==> src/rtl/tsr_pkg.sv <==
// Shared types, constants and the control program of the track segment reservation unit.
package tsr_pkg;

   // Default sizes of the tables.
   localparam int SEGMENTS_DEF = 256;
   localparam int MAX_PATH_DEF = 32;
   localparam int TRAINS_DEF   = 16;

   // Widths of the request fields.
   localparam int TRAIN_IN_W = 4;
   localparam int SEG_IN_W   = 8;

   // Decision codes returned with each response.
   typedef enum logic [1:0] {
      STATUS_GRANTED  = 2'd0,
      STATUS_CONFLICT = 2'd1,
      STATUS_TOO_LONG = 2'd2
   } status_type;

   typedef struct packed {
      logic [TRAIN_IN_W-1:0] train;
      logic [SEG_IN_W-1:0]   segment;
      logic                  segment_valid;
      logic                  last;
   } req_type;

   typedef struct packed {
      status_type            status;
      logic [TRAIN_IN_W-1:0] train_out;
   } rsp_type;

   // Jump conditions that the datapath reports to the sequencer.
   typedef enum logic [3:0] {
      COND_NONE      = 4'd0,
      COND_GO        = 4'd1,
      COND_OVERFLOW  = 4'd2,
      COND_N_ZERO    = 4'd3,
      COND_H_ZERO    = 4'd4,
      COND_CHK_MORE  = 4'd5,
      COND_CONFLICT  = 4'd6,
      COND_IDX_END_N = 4'd7,
      COND_IDX_END_H = 4'd8,
      COND_SEG_END   = 4'd9
   } cond_type;

   localparam int STEP_W = 5;
   typedef logic [STEP_W-1:0] step_type;

   // Program addresses.
   localparam step_type STEP_CLEAR     = 5'd0;
   localparam step_type STEP_IDLE      = 5'd1;
   localparam step_type STEP_DISPATCH  = 5'd2;
   localparam step_type STEP_CHK_START = 5'd3;
   localparam step_type STEP_CHK_RD    = 5'd4;
   localparam step_type STEP_CHK_OWN   = 5'd5;
   localparam step_type STEP_CHK_CMP   = 5'd6;
   localparam step_type STEP_CHK_END   = 5'd7;
   localparam step_type STEP_REL_START = 5'd8;
   localparam step_type STEP_REL_RD    = 5'd9;
   localparam step_type STEP_REL_WR    = 5'd10;
   localparam step_type STEP_CLM_START = 5'd11;
   localparam step_type STEP_CLM_RD    = 5'd12;
   localparam step_type STEP_CLM_WR    = 5'd13;
   localparam step_type STEP_GRANT     = 5'd14;
   localparam step_type STEP_CONFLICT  = 5'd15;
   localparam step_type STEP_TOO_LONG  = 5'd16;

   // One control word of the program.
   typedef struct packed {
      logic       busy;
      logic       idx_clr;
      logic       idx_inc;
      logic       rd_stage;
      logic       rd_held;
      logic       rd_owner;
      logic       wr_clear;
      logic       wr_free;
      logic       wr_claim;
      logic       set_len;
      logic       respond;
      status_type status;
      cond_type   cond;
      logic       jump_on;
      step_type   target;
   } ucode_word_type;

   // Status flags from the datapath.
   typedef struct packed {
      logic go;
      logic overflow;
      logic n_zero;
      logic h_zero;
      logic conflict;
      logic idx_end_n;
      logic idx_end_h;
      logic seg_end;
   } flags_type;

   // Control store. A word jumps to its target when its condition equals jump_on,
   // otherwise it falls through to the next address. COND_NONE is always false, so
   // jump_on low on COND_NONE makes an unconditional jump.
   function automatic ucode_word_type ucode_fetch(input step_type step);
      ucode_word_type w;
      w         = '0;
      w.busy    = 1'b1;
      w.cond    = COND_NONE;
      w.jump_on = 1'b1;
      w.target  = STEP_IDLE;
      w.status  = STATUS_GRANTED;
      unique case (step)
         STEP_CLEAR: begin
            w.wr_clear = 1'b1;
            w.idx_inc  = 1'b1;
            w.cond     = COND_SEG_END;
            w.jump_on  = 1'b0;
            w.target   = STEP_CLEAR;
         end
         STEP_IDLE: begin
            w.busy    = 1'b0;
            w.idx_clr = 1'b1;
            w.cond    = COND_GO;
            w.jump_on = 1'b0;
            w.target  = STEP_IDLE;
         end
         STEP_DISPATCH: begin
            w.idx_clr = 1'b1;
            w.cond    = COND_OVERFLOW;
            w.target  = STEP_TOO_LONG;
         end
         STEP_CHK_START: begin
            w.cond   = COND_N_ZERO;
            w.target = STEP_REL_START;
         end
         STEP_CHK_RD: begin
            w.rd_stage = 1'b1;
         end
         STEP_CHK_OWN: begin
            w.rd_owner = 1'b1;
         end
         STEP_CHK_CMP: begin
            w.idx_inc = 1'b1;
            w.cond    = COND_CHK_MORE;
            w.target  = STEP_CHK_RD;
         end
         STEP_CHK_END: begin
            w.cond   = COND_CONFLICT;
            w.target = STEP_CONFLICT;
         end
         STEP_REL_START: begin
            w.idx_clr = 1'b1;
            w.cond    = COND_H_ZERO;
            w.target  = STEP_CLM_START;
         end
         STEP_REL_RD: begin
            w.rd_held = 1'b1;
         end
         STEP_REL_WR: begin
            w.wr_free = 1'b1;
            w.idx_inc = 1'b1;
            w.cond    = COND_IDX_END_H;
            w.jump_on = 1'b0;
            w.target  = STEP_REL_RD;
         end
         STEP_CLM_START: begin
            w.idx_clr = 1'b1;
            w.cond    = COND_N_ZERO;
            w.target  = STEP_GRANT;
         end
         STEP_CLM_RD: begin
            w.rd_stage = 1'b1;
         end
         STEP_CLM_WR: begin
            w.wr_claim = 1'b1;
            w.idx_inc  = 1'b1;
            w.cond     = COND_IDX_END_N;
            w.jump_on  = 1'b0;
            w.target   = STEP_CLM_RD;
         end
         STEP_GRANT: begin
            w.set_len = 1'b1;
            w.respond = 1'b1;
            w.status  = STATUS_GRANTED;
            w.jump_on = 1'b0;
         end
         STEP_CONFLICT: begin
            w.respond = 1'b1;
            w.status  = STATUS_CONFLICT;
            w.jump_on = 1'b0;
         end
         STEP_TOO_LONG: begin
            w.respond = 1'b1;
            w.status  = STATUS_TOO_LONG;
            w.jump_on = 1'b0;
         end
         default: begin
            w.jump_on = 1'b0;
         end
      endcase
      return w;
   endfunction

endpackage

==> src/rtl/tsr_sequencer.sv <==
// Step counter and conditional branch logic that runs the control program.
module tsr_sequencer (
   input  logic                    clock,
   input  logic                    reset,
   input  tsr_pkg::flags_type      flags,
   output tsr_pkg::ucode_word_type ctl
);
   import tsr_pkg::*;

   step_type step_ff;
   step_type step_in;
   logic     cond_val;

   // Fetch the control word of the current step.
   assign ctl = ucode_fetch(step_ff);

   // Select the condition that the word tests.
   always_comb begin
      unique case (ctl.cond)
         COND_NONE:      cond_val = 1'b0;
         COND_GO:        cond_val = flags.go;
         COND_OVERFLOW:  cond_val = flags.overflow;
         COND_N_ZERO:    cond_val = flags.n_zero;
         COND_H_ZERO:    cond_val = flags.h_zero;
         COND_CHK_MORE:  cond_val = !flags.conflict && !flags.idx_end_n;
         COND_CONFLICT:  cond_val = flags.conflict;
         COND_IDX_END_N: cond_val = flags.idx_end_n;
         COND_IDX_END_H: cond_val = flags.idx_end_h;
         COND_SEG_END:   cond_val = flags.seg_end;
         default:        cond_val = 1'b0;
      endcase
   end

   // Branch or fall through.
   always_comb begin
      if (cond_val == ctl.jump_on) begin
         step_in = ctl.target;
      end else begin
         step_in = step_ff + STEP_W'(1);
      end
   end

   // Reset starts the program at the owner table clearing pass.
   always_ff @(posedge clock) begin
      if (reset) begin
         step_ff <= STEP_CLEAR;
      end else begin
         step_ff <= step_in;
      end
   end

endmodule

==> config.mk <==
export PLATFORM = sky130hd
export DESIGN_NAME = tsr_sequencer
export DESIGN_NICKNAME = d
export VERILOG_FILES = /design/src/rtl/tsr_pkg.sv /design/src/rtl/tsr_sequencer.sv
export SDC_FILE = /design/constraint.sdc
export NUM_CORES = 1
export LEC_CHECK = 0
export BUFFER_PORTS_ARGS = -buffer_cell sky130_fd_sc_hd__buf_4
export CELL_PAD_IN_SITES_DETAIL_PLACEMENT = 2
export CELL_PAD_IN_SITES_GLOBAL_PLACEMENT = 2
export CORE_MARGIN = 5
export CORE_UTILIZATION = 27
export CTS_CLUSTER_SIZE = 40
export DETAILED_ROUTE_END_ITERATION = 8
export PLACE_DENSITY = 0.75
export SETUP_SLACK_MARGIN = 0.02
export SLEW_MARGIN = 20
export SYNTH_ARGS = -nofsm -noshare
export SYNTH_HDL_FRONTEND = slang
export SYNTH_SLANG_ARGS = --single-unit
==> constraint.sdc <==
create_clock -name clock -period 2.98 [get_ports clock]
set_input_delay 0.447 -clock clock [delete_from_list [all_inputs] [get_ports clock]]
set_output_delay 0.447 -clock clock [all_outputs]
set_load 0.05 [all_outputs]
* Word level (Yosys, flattened, before mapping) *
Cells that the tools add are included.
Widths: inputs -> output; s select.

word-level totals
  register bits = 5
  bits in latches = 0
  bits in writable memories = 0
  bits in read-only memories = 0
  output and inout bits = 23
  word-level logic and storage cells = 53
  memories kept = 0

cells by class
  add/sub/neg operators = 1
  multipliers = 0
  div/mod/pow operators = 0
  magnitude comparators = 0
  equal/unequal tests = 26
  shifts and indexed selects = 0
  multiplexer cells = 16
  bitwise operators = 0
  reduce and logical (&&, ||, !) cells = 9

operators with widths
  kind                 count
  $pmux 5 s9           1
  $eq 5x4->1 const B   8
  $pmux 4 s9           1
  $eq 5x3->1 const B   4
  $eq 4x3->1 const B   4
  $mux 1               11
  $eq 5x2->1 const B   2
  $reduce_or 10->1     1
  $pmux 1 s9           1
  $pmux 3 s3           1
  $eq 4x2->1 const B   2
  $eq 4x4->1 const B   2
  $reduce_or 4->1      2
  $add 5x1->5 const B  1
  $eq 5x1->1 const B   1
  $eq 5x5->1 const B   1
  $logic_not 5->1      1
  $mux 5               1
  $eq 4x1->1 const B   1
  $reduce_or 2->1      2
  $logic_not 1->1      2
  $eq 1x1->1           1
  $logic_and 1x1->1    1

* Longest topological paths before layout *
  depth in word-level cells = 7
  depth in mapped cells = 10
  gate-level depth less buffers = 9

* Least setup slack after synthesis *
Ideal clock, no wire load.

  path type = register to register
  start point = register step_ff[0]
  end point = register step_ff[3]
  arrival time = 3.170 ns
  required time = 2.864 ns
  path slack = -0.306 ns
  stages on the path, launching flop included = 11
  path buffers = 1
  period minus slack after synthesis = 3.286 ns
  cell sequence = dfxtp_1 > inv_1 > ha_1 > clkbuf_1 > nand3b_1 > o211a_2 > nor2_1 > mux2_2 > a2111o_1 > and3_4 > a31o_1

RTL lines
  what                    line                 RTL
  start, declared         tsr_sequencer.sv:10  step_type step_ff;
  start signal, assigned  tsr_sequencer.sv:48  step_ff <= step_in;

* Worst setup path after layout *
  start point = register step_ff[0]
  end point = register step_ff[0]

on the way
  word-level cells in the longest chain between the ends = 7

ends and longest elaborated chain
  what                                             line                 RTL
  $eq 5x4->1 / $eq 5x2->1 (equally long branches)  tsr_pkg.sv:110       unique case (step)
  $reduce_or 2->1 (no source line)                 -
  $pmux 4 s9                                       tsr_pkg.sv:110
  $eq 4x4->1 (tied with other cells)               tsr_sequencer.sv:19  unique case (ctl.cond)
  $pmux 1 s9                                       tsr_sequencer.sv:19
  $eq 1x1->1                                       tsr_sequencer.sv:36  if (cond_val == ctl.jump_on) begin
  $mux 5 (*)                                       tsr_sequencer.sv:36

Mark *: on every way between the ends. The rest lies on a longest branch, timed or not.
A chain may end at the register's enable or synchronous reset.

==> flow_metrics.env <==
export IMPL_async_reset_ff_share_pct=0
export IMPL_htreeDepth=1
export IMPL_cts_tree="yes"
export IMPL_clock_latency_ns=0.24
export IMPL_period_share_pct=95.6
export IMPL_cellPowerDensity_nw_per_um2=1290
export IMPL_start_util_pct=27.6
export IMPL_top_regs="step_ff: 5 flops"
export IMPL_drive_above_1_share_pct=44.2
export IMPL_critPathBufInv=1
export IMPL_grt_pass1_wl_mm=6.00
export IMPL_max_freq_mhz=351
export IMPL_grt_overflow_total=0
export IMPL_report_final_hold_viol_count=0
export IMPL_avgSynthCellArea_um2=7.89
export IMPL_syn_area_um2=907
export IMPL_first_pass_iters=4
export IMPL_place_hpwl_mm=2.99
export IMPL_period_minus_slack_ns=2.85
export IMPL_vias=1058
export IMPL_clock_skew_ns=0.00121
export IMPL_max_slew_margin_pct=53.9
export IMPL_setup_tns_ns=0
export IMPL_dieWidth_um=68.0
export IMPL_clk_path_buf_depth=2
export IMPL_cp_end_kind="flip-flop"
export IMPL_cp_max_fo=8
export IMPL_finish_utilization_pct=40.2
export IMPL_start_kind="flip-flop"
export IMPL_crit_type="flip-flop to flip-flop"
export IMPL_postSynthCellCount=115
export IMPL_dominantRegCellSynth="dfxtp_1"
export IMPL_max_cap_violations=0
export IMPL_fp_coreArea_um2=3280
export IMPL_ys_warn_count=0
export IMPL_synth_area_leaders="dfxtp_1 11%, ha_1 6.9%, nor2_1 5.4%, mux2i_1 4.4%, a311oi_1 3.9%"
export IMPL_cp_arrival_ns=2.98
export IMPL_worst_pin_slew_ns=0.690
export IMPL_cp_depth=8
export IMPL_ys_ff_latch=5
export IMPL_ir_worst_vdd_mv=0.592
export IMPL_cp_cell_sequence="ha_2, inv_1, o311ai_4, mux2i_1, mux2_2, a2111o_1, and3_4, a31o_1"
export IMPL_ctsHoldBuffers=0
export IMPL_top_register="step_ff"
export IMPL_p_leak_nw=0.579
export IMPL_max_stage_delay_ns=0.52
export IMPL_grt_busiest_layer="met2"
export IMPL_rsz0062_at_grt="no"
export IMPL_crit_family="compound AO/OA/AOI/OAI gates"
export IMPL_post_drt_wl_per_cell_um=19.0
export IMPL_pin_count=33
export IMPL_die_y_um=68.0
export IMPL_area_growth_pct=45.5
export IMPL_holdCritPathClass="primary input to flip-flop"
export IMPL_status="finished, final reports clean"
export IMPL_grt_pass1_vias=1186
export IMPL_synth_distinct_cells=51
export IMPL_path_clk_slew_ns=0.04
export IMPL_largest_reg_flops=5
export IMPL_nets=172
export IMPL_gp_congestion=0.787
export IMPL_grt_total_usage_pct=17.2
export IMPL_cp_required_ns=3.11
export IMPL_vias_per_cell=5.24
export IMPL_antenna_found_initial=0
export IMPL_reg2regPathDepth=8
export IMPL_grt_max_degree=20
export IMPL_layout_commonest_cell="buf_4"
export IMPL_ys_seq_area_share_pct=11.0
export IMPL_cpMaxStageDelayCell="a2111o_1"
export IMPL_synth_edf_count=0
export IMPL_io_buffers=32
export IMPL_use_met3_pct=1.15
export IMPL_numCtsBuffers=3
export IMPL_cts_num_sinks=5
export IMPL_hold_depth=2
export IMPL_grt_util_met1_pct=22.5
export IMPL_drcViolationCount=0
export IMPL_dieArea_um2=4620
export IMPL_setup_viol=0
export IMPL_row_count=21
export IMPL_final_antenna_net_count=0
export IMPL_antenna_cells=0
export IMPL_grtUsageMet2_pct=30.2
export IMPL_wl_mm=3.84
export IMPL_synth_top_area_share_pct=11.0
export IMPL_final_cell_mix="46 x buf_4, 12 x nor2_1, 9 x inv_1"
export IMPL_drt_iter0_markers=46
export IMPL_synth_nets=130
export IMPL_drv_slew=0
export IMPL_yosysTopAreaCell="dfxtp_1"
export IMPL_clock_root_buffer="clkbuf_4"
[cell families (layout without fill, tap and decap cells)]
| family | count (synthesis) | count (layout) | share of synthesized area [%] |
|---|---|---|---|
| AOI/OAI and AO/OA | 33 | 33 | 34.9 |
| xor gates and xnor gates | 3 | 3 | 2.90 |
| adders and majority gates | 5 | 5 | 6.90 |
| buffers and inverters | 18 | 59 | 8.28 |
| DFF | 5 | 5 | 11.0 |
| muxes | 8 | 8 | 9.38 |
| and+or+nand+nor | 43 | 43 | 26.6 |
[stage by stage]
stage          hold slack, ns  worst slack, ns  area (µm²)  power [mW]  instances
6_report                0.450            0.131        1320        1.71        202
5_1_grt                 0.449          0.00595        1320        1.82        202
4_1_cts                 0.437           0.0219        1280        1.67        198
3_5_place_dp            0.697          -0.0145        1250        1.58        194
3_3_place_gp            0.678            0.209        1250        1.55        194
2_1_floorplan           0.540           0.0671         921        1.14        115
[layout make-up]
class                      instances  area, µm²
fill                             386       1960
tap                               46       57.6
inverter                           9       33.8
multi-input combinational         92        757
clock buffer                       4       26.3
sequential                         5        100
timing repair buffer              46        345
[power breakdown]
part / internal [mW] / switching (mW)
clock: 0.0507 / 0.0288
combinational: 0.572 / 0.939
sequential: 0.0851 / 0.0328
total: 0.708 / 1.00
[path summary, 6_finish.rpt]
check / slack [ns] / to / start
worst max-delay path: 0.13 / step_ff[0]$_SDFF_PP0_ / step_ff[0]$_SDFF_PP0_
worst min-delay path: 0.45 / step_ff[4]$_SDFF_PP0_ / reset
worst max register to register: 0.13 / step_ff[0]$_SDFF_PP0_ / step_ff[0]$_SDFF_PP0_
worst min register to register: 0.73 / step_ff[0]$_SDFF_PP0_ / step_ff[0]$_SDFF_PP0_
[routing by layer]
metal	vias to the layer above	share of wire (%)
li1	517	-
met1	511	45
met2	26	50
met3	4	3.6
met4	0	0.94
met5	-	0
[what timing repair did]
| action | CTS | global route |
|---|---|---|
| buffers inserted | 0 | 4 |
| pin swaps | 1 | 1 |
| resized for setup | 0 | 4 |
| endpoints found under the hold margin | 0 | 0 |
| gates cloned | 0 | 0 |
| setup endpoints to repair | 4 | 5 |
[cell usage after synthesis, types with 2 or more instances]
library cell / number
nor2_1: 13
inv_1: 9
buf_2: 6
dfxtp_1: 5
ha_1: 5
nand2_1: 5
a311oi_1: 4
a31o_1: 4
and3_1: 4
mux2i_1: 4
a21oi_1: 3
mux2_2: 3
nand2b_1: 3
nand3_1: 3
a211oi_1: 2
and2_1: 2
buf_1: 2
nand3b_1: 2
o21ai_0: 2
o221a_2: 2
xor2_1: 2
Note: power is estimated with default switching activity, not from simulation.
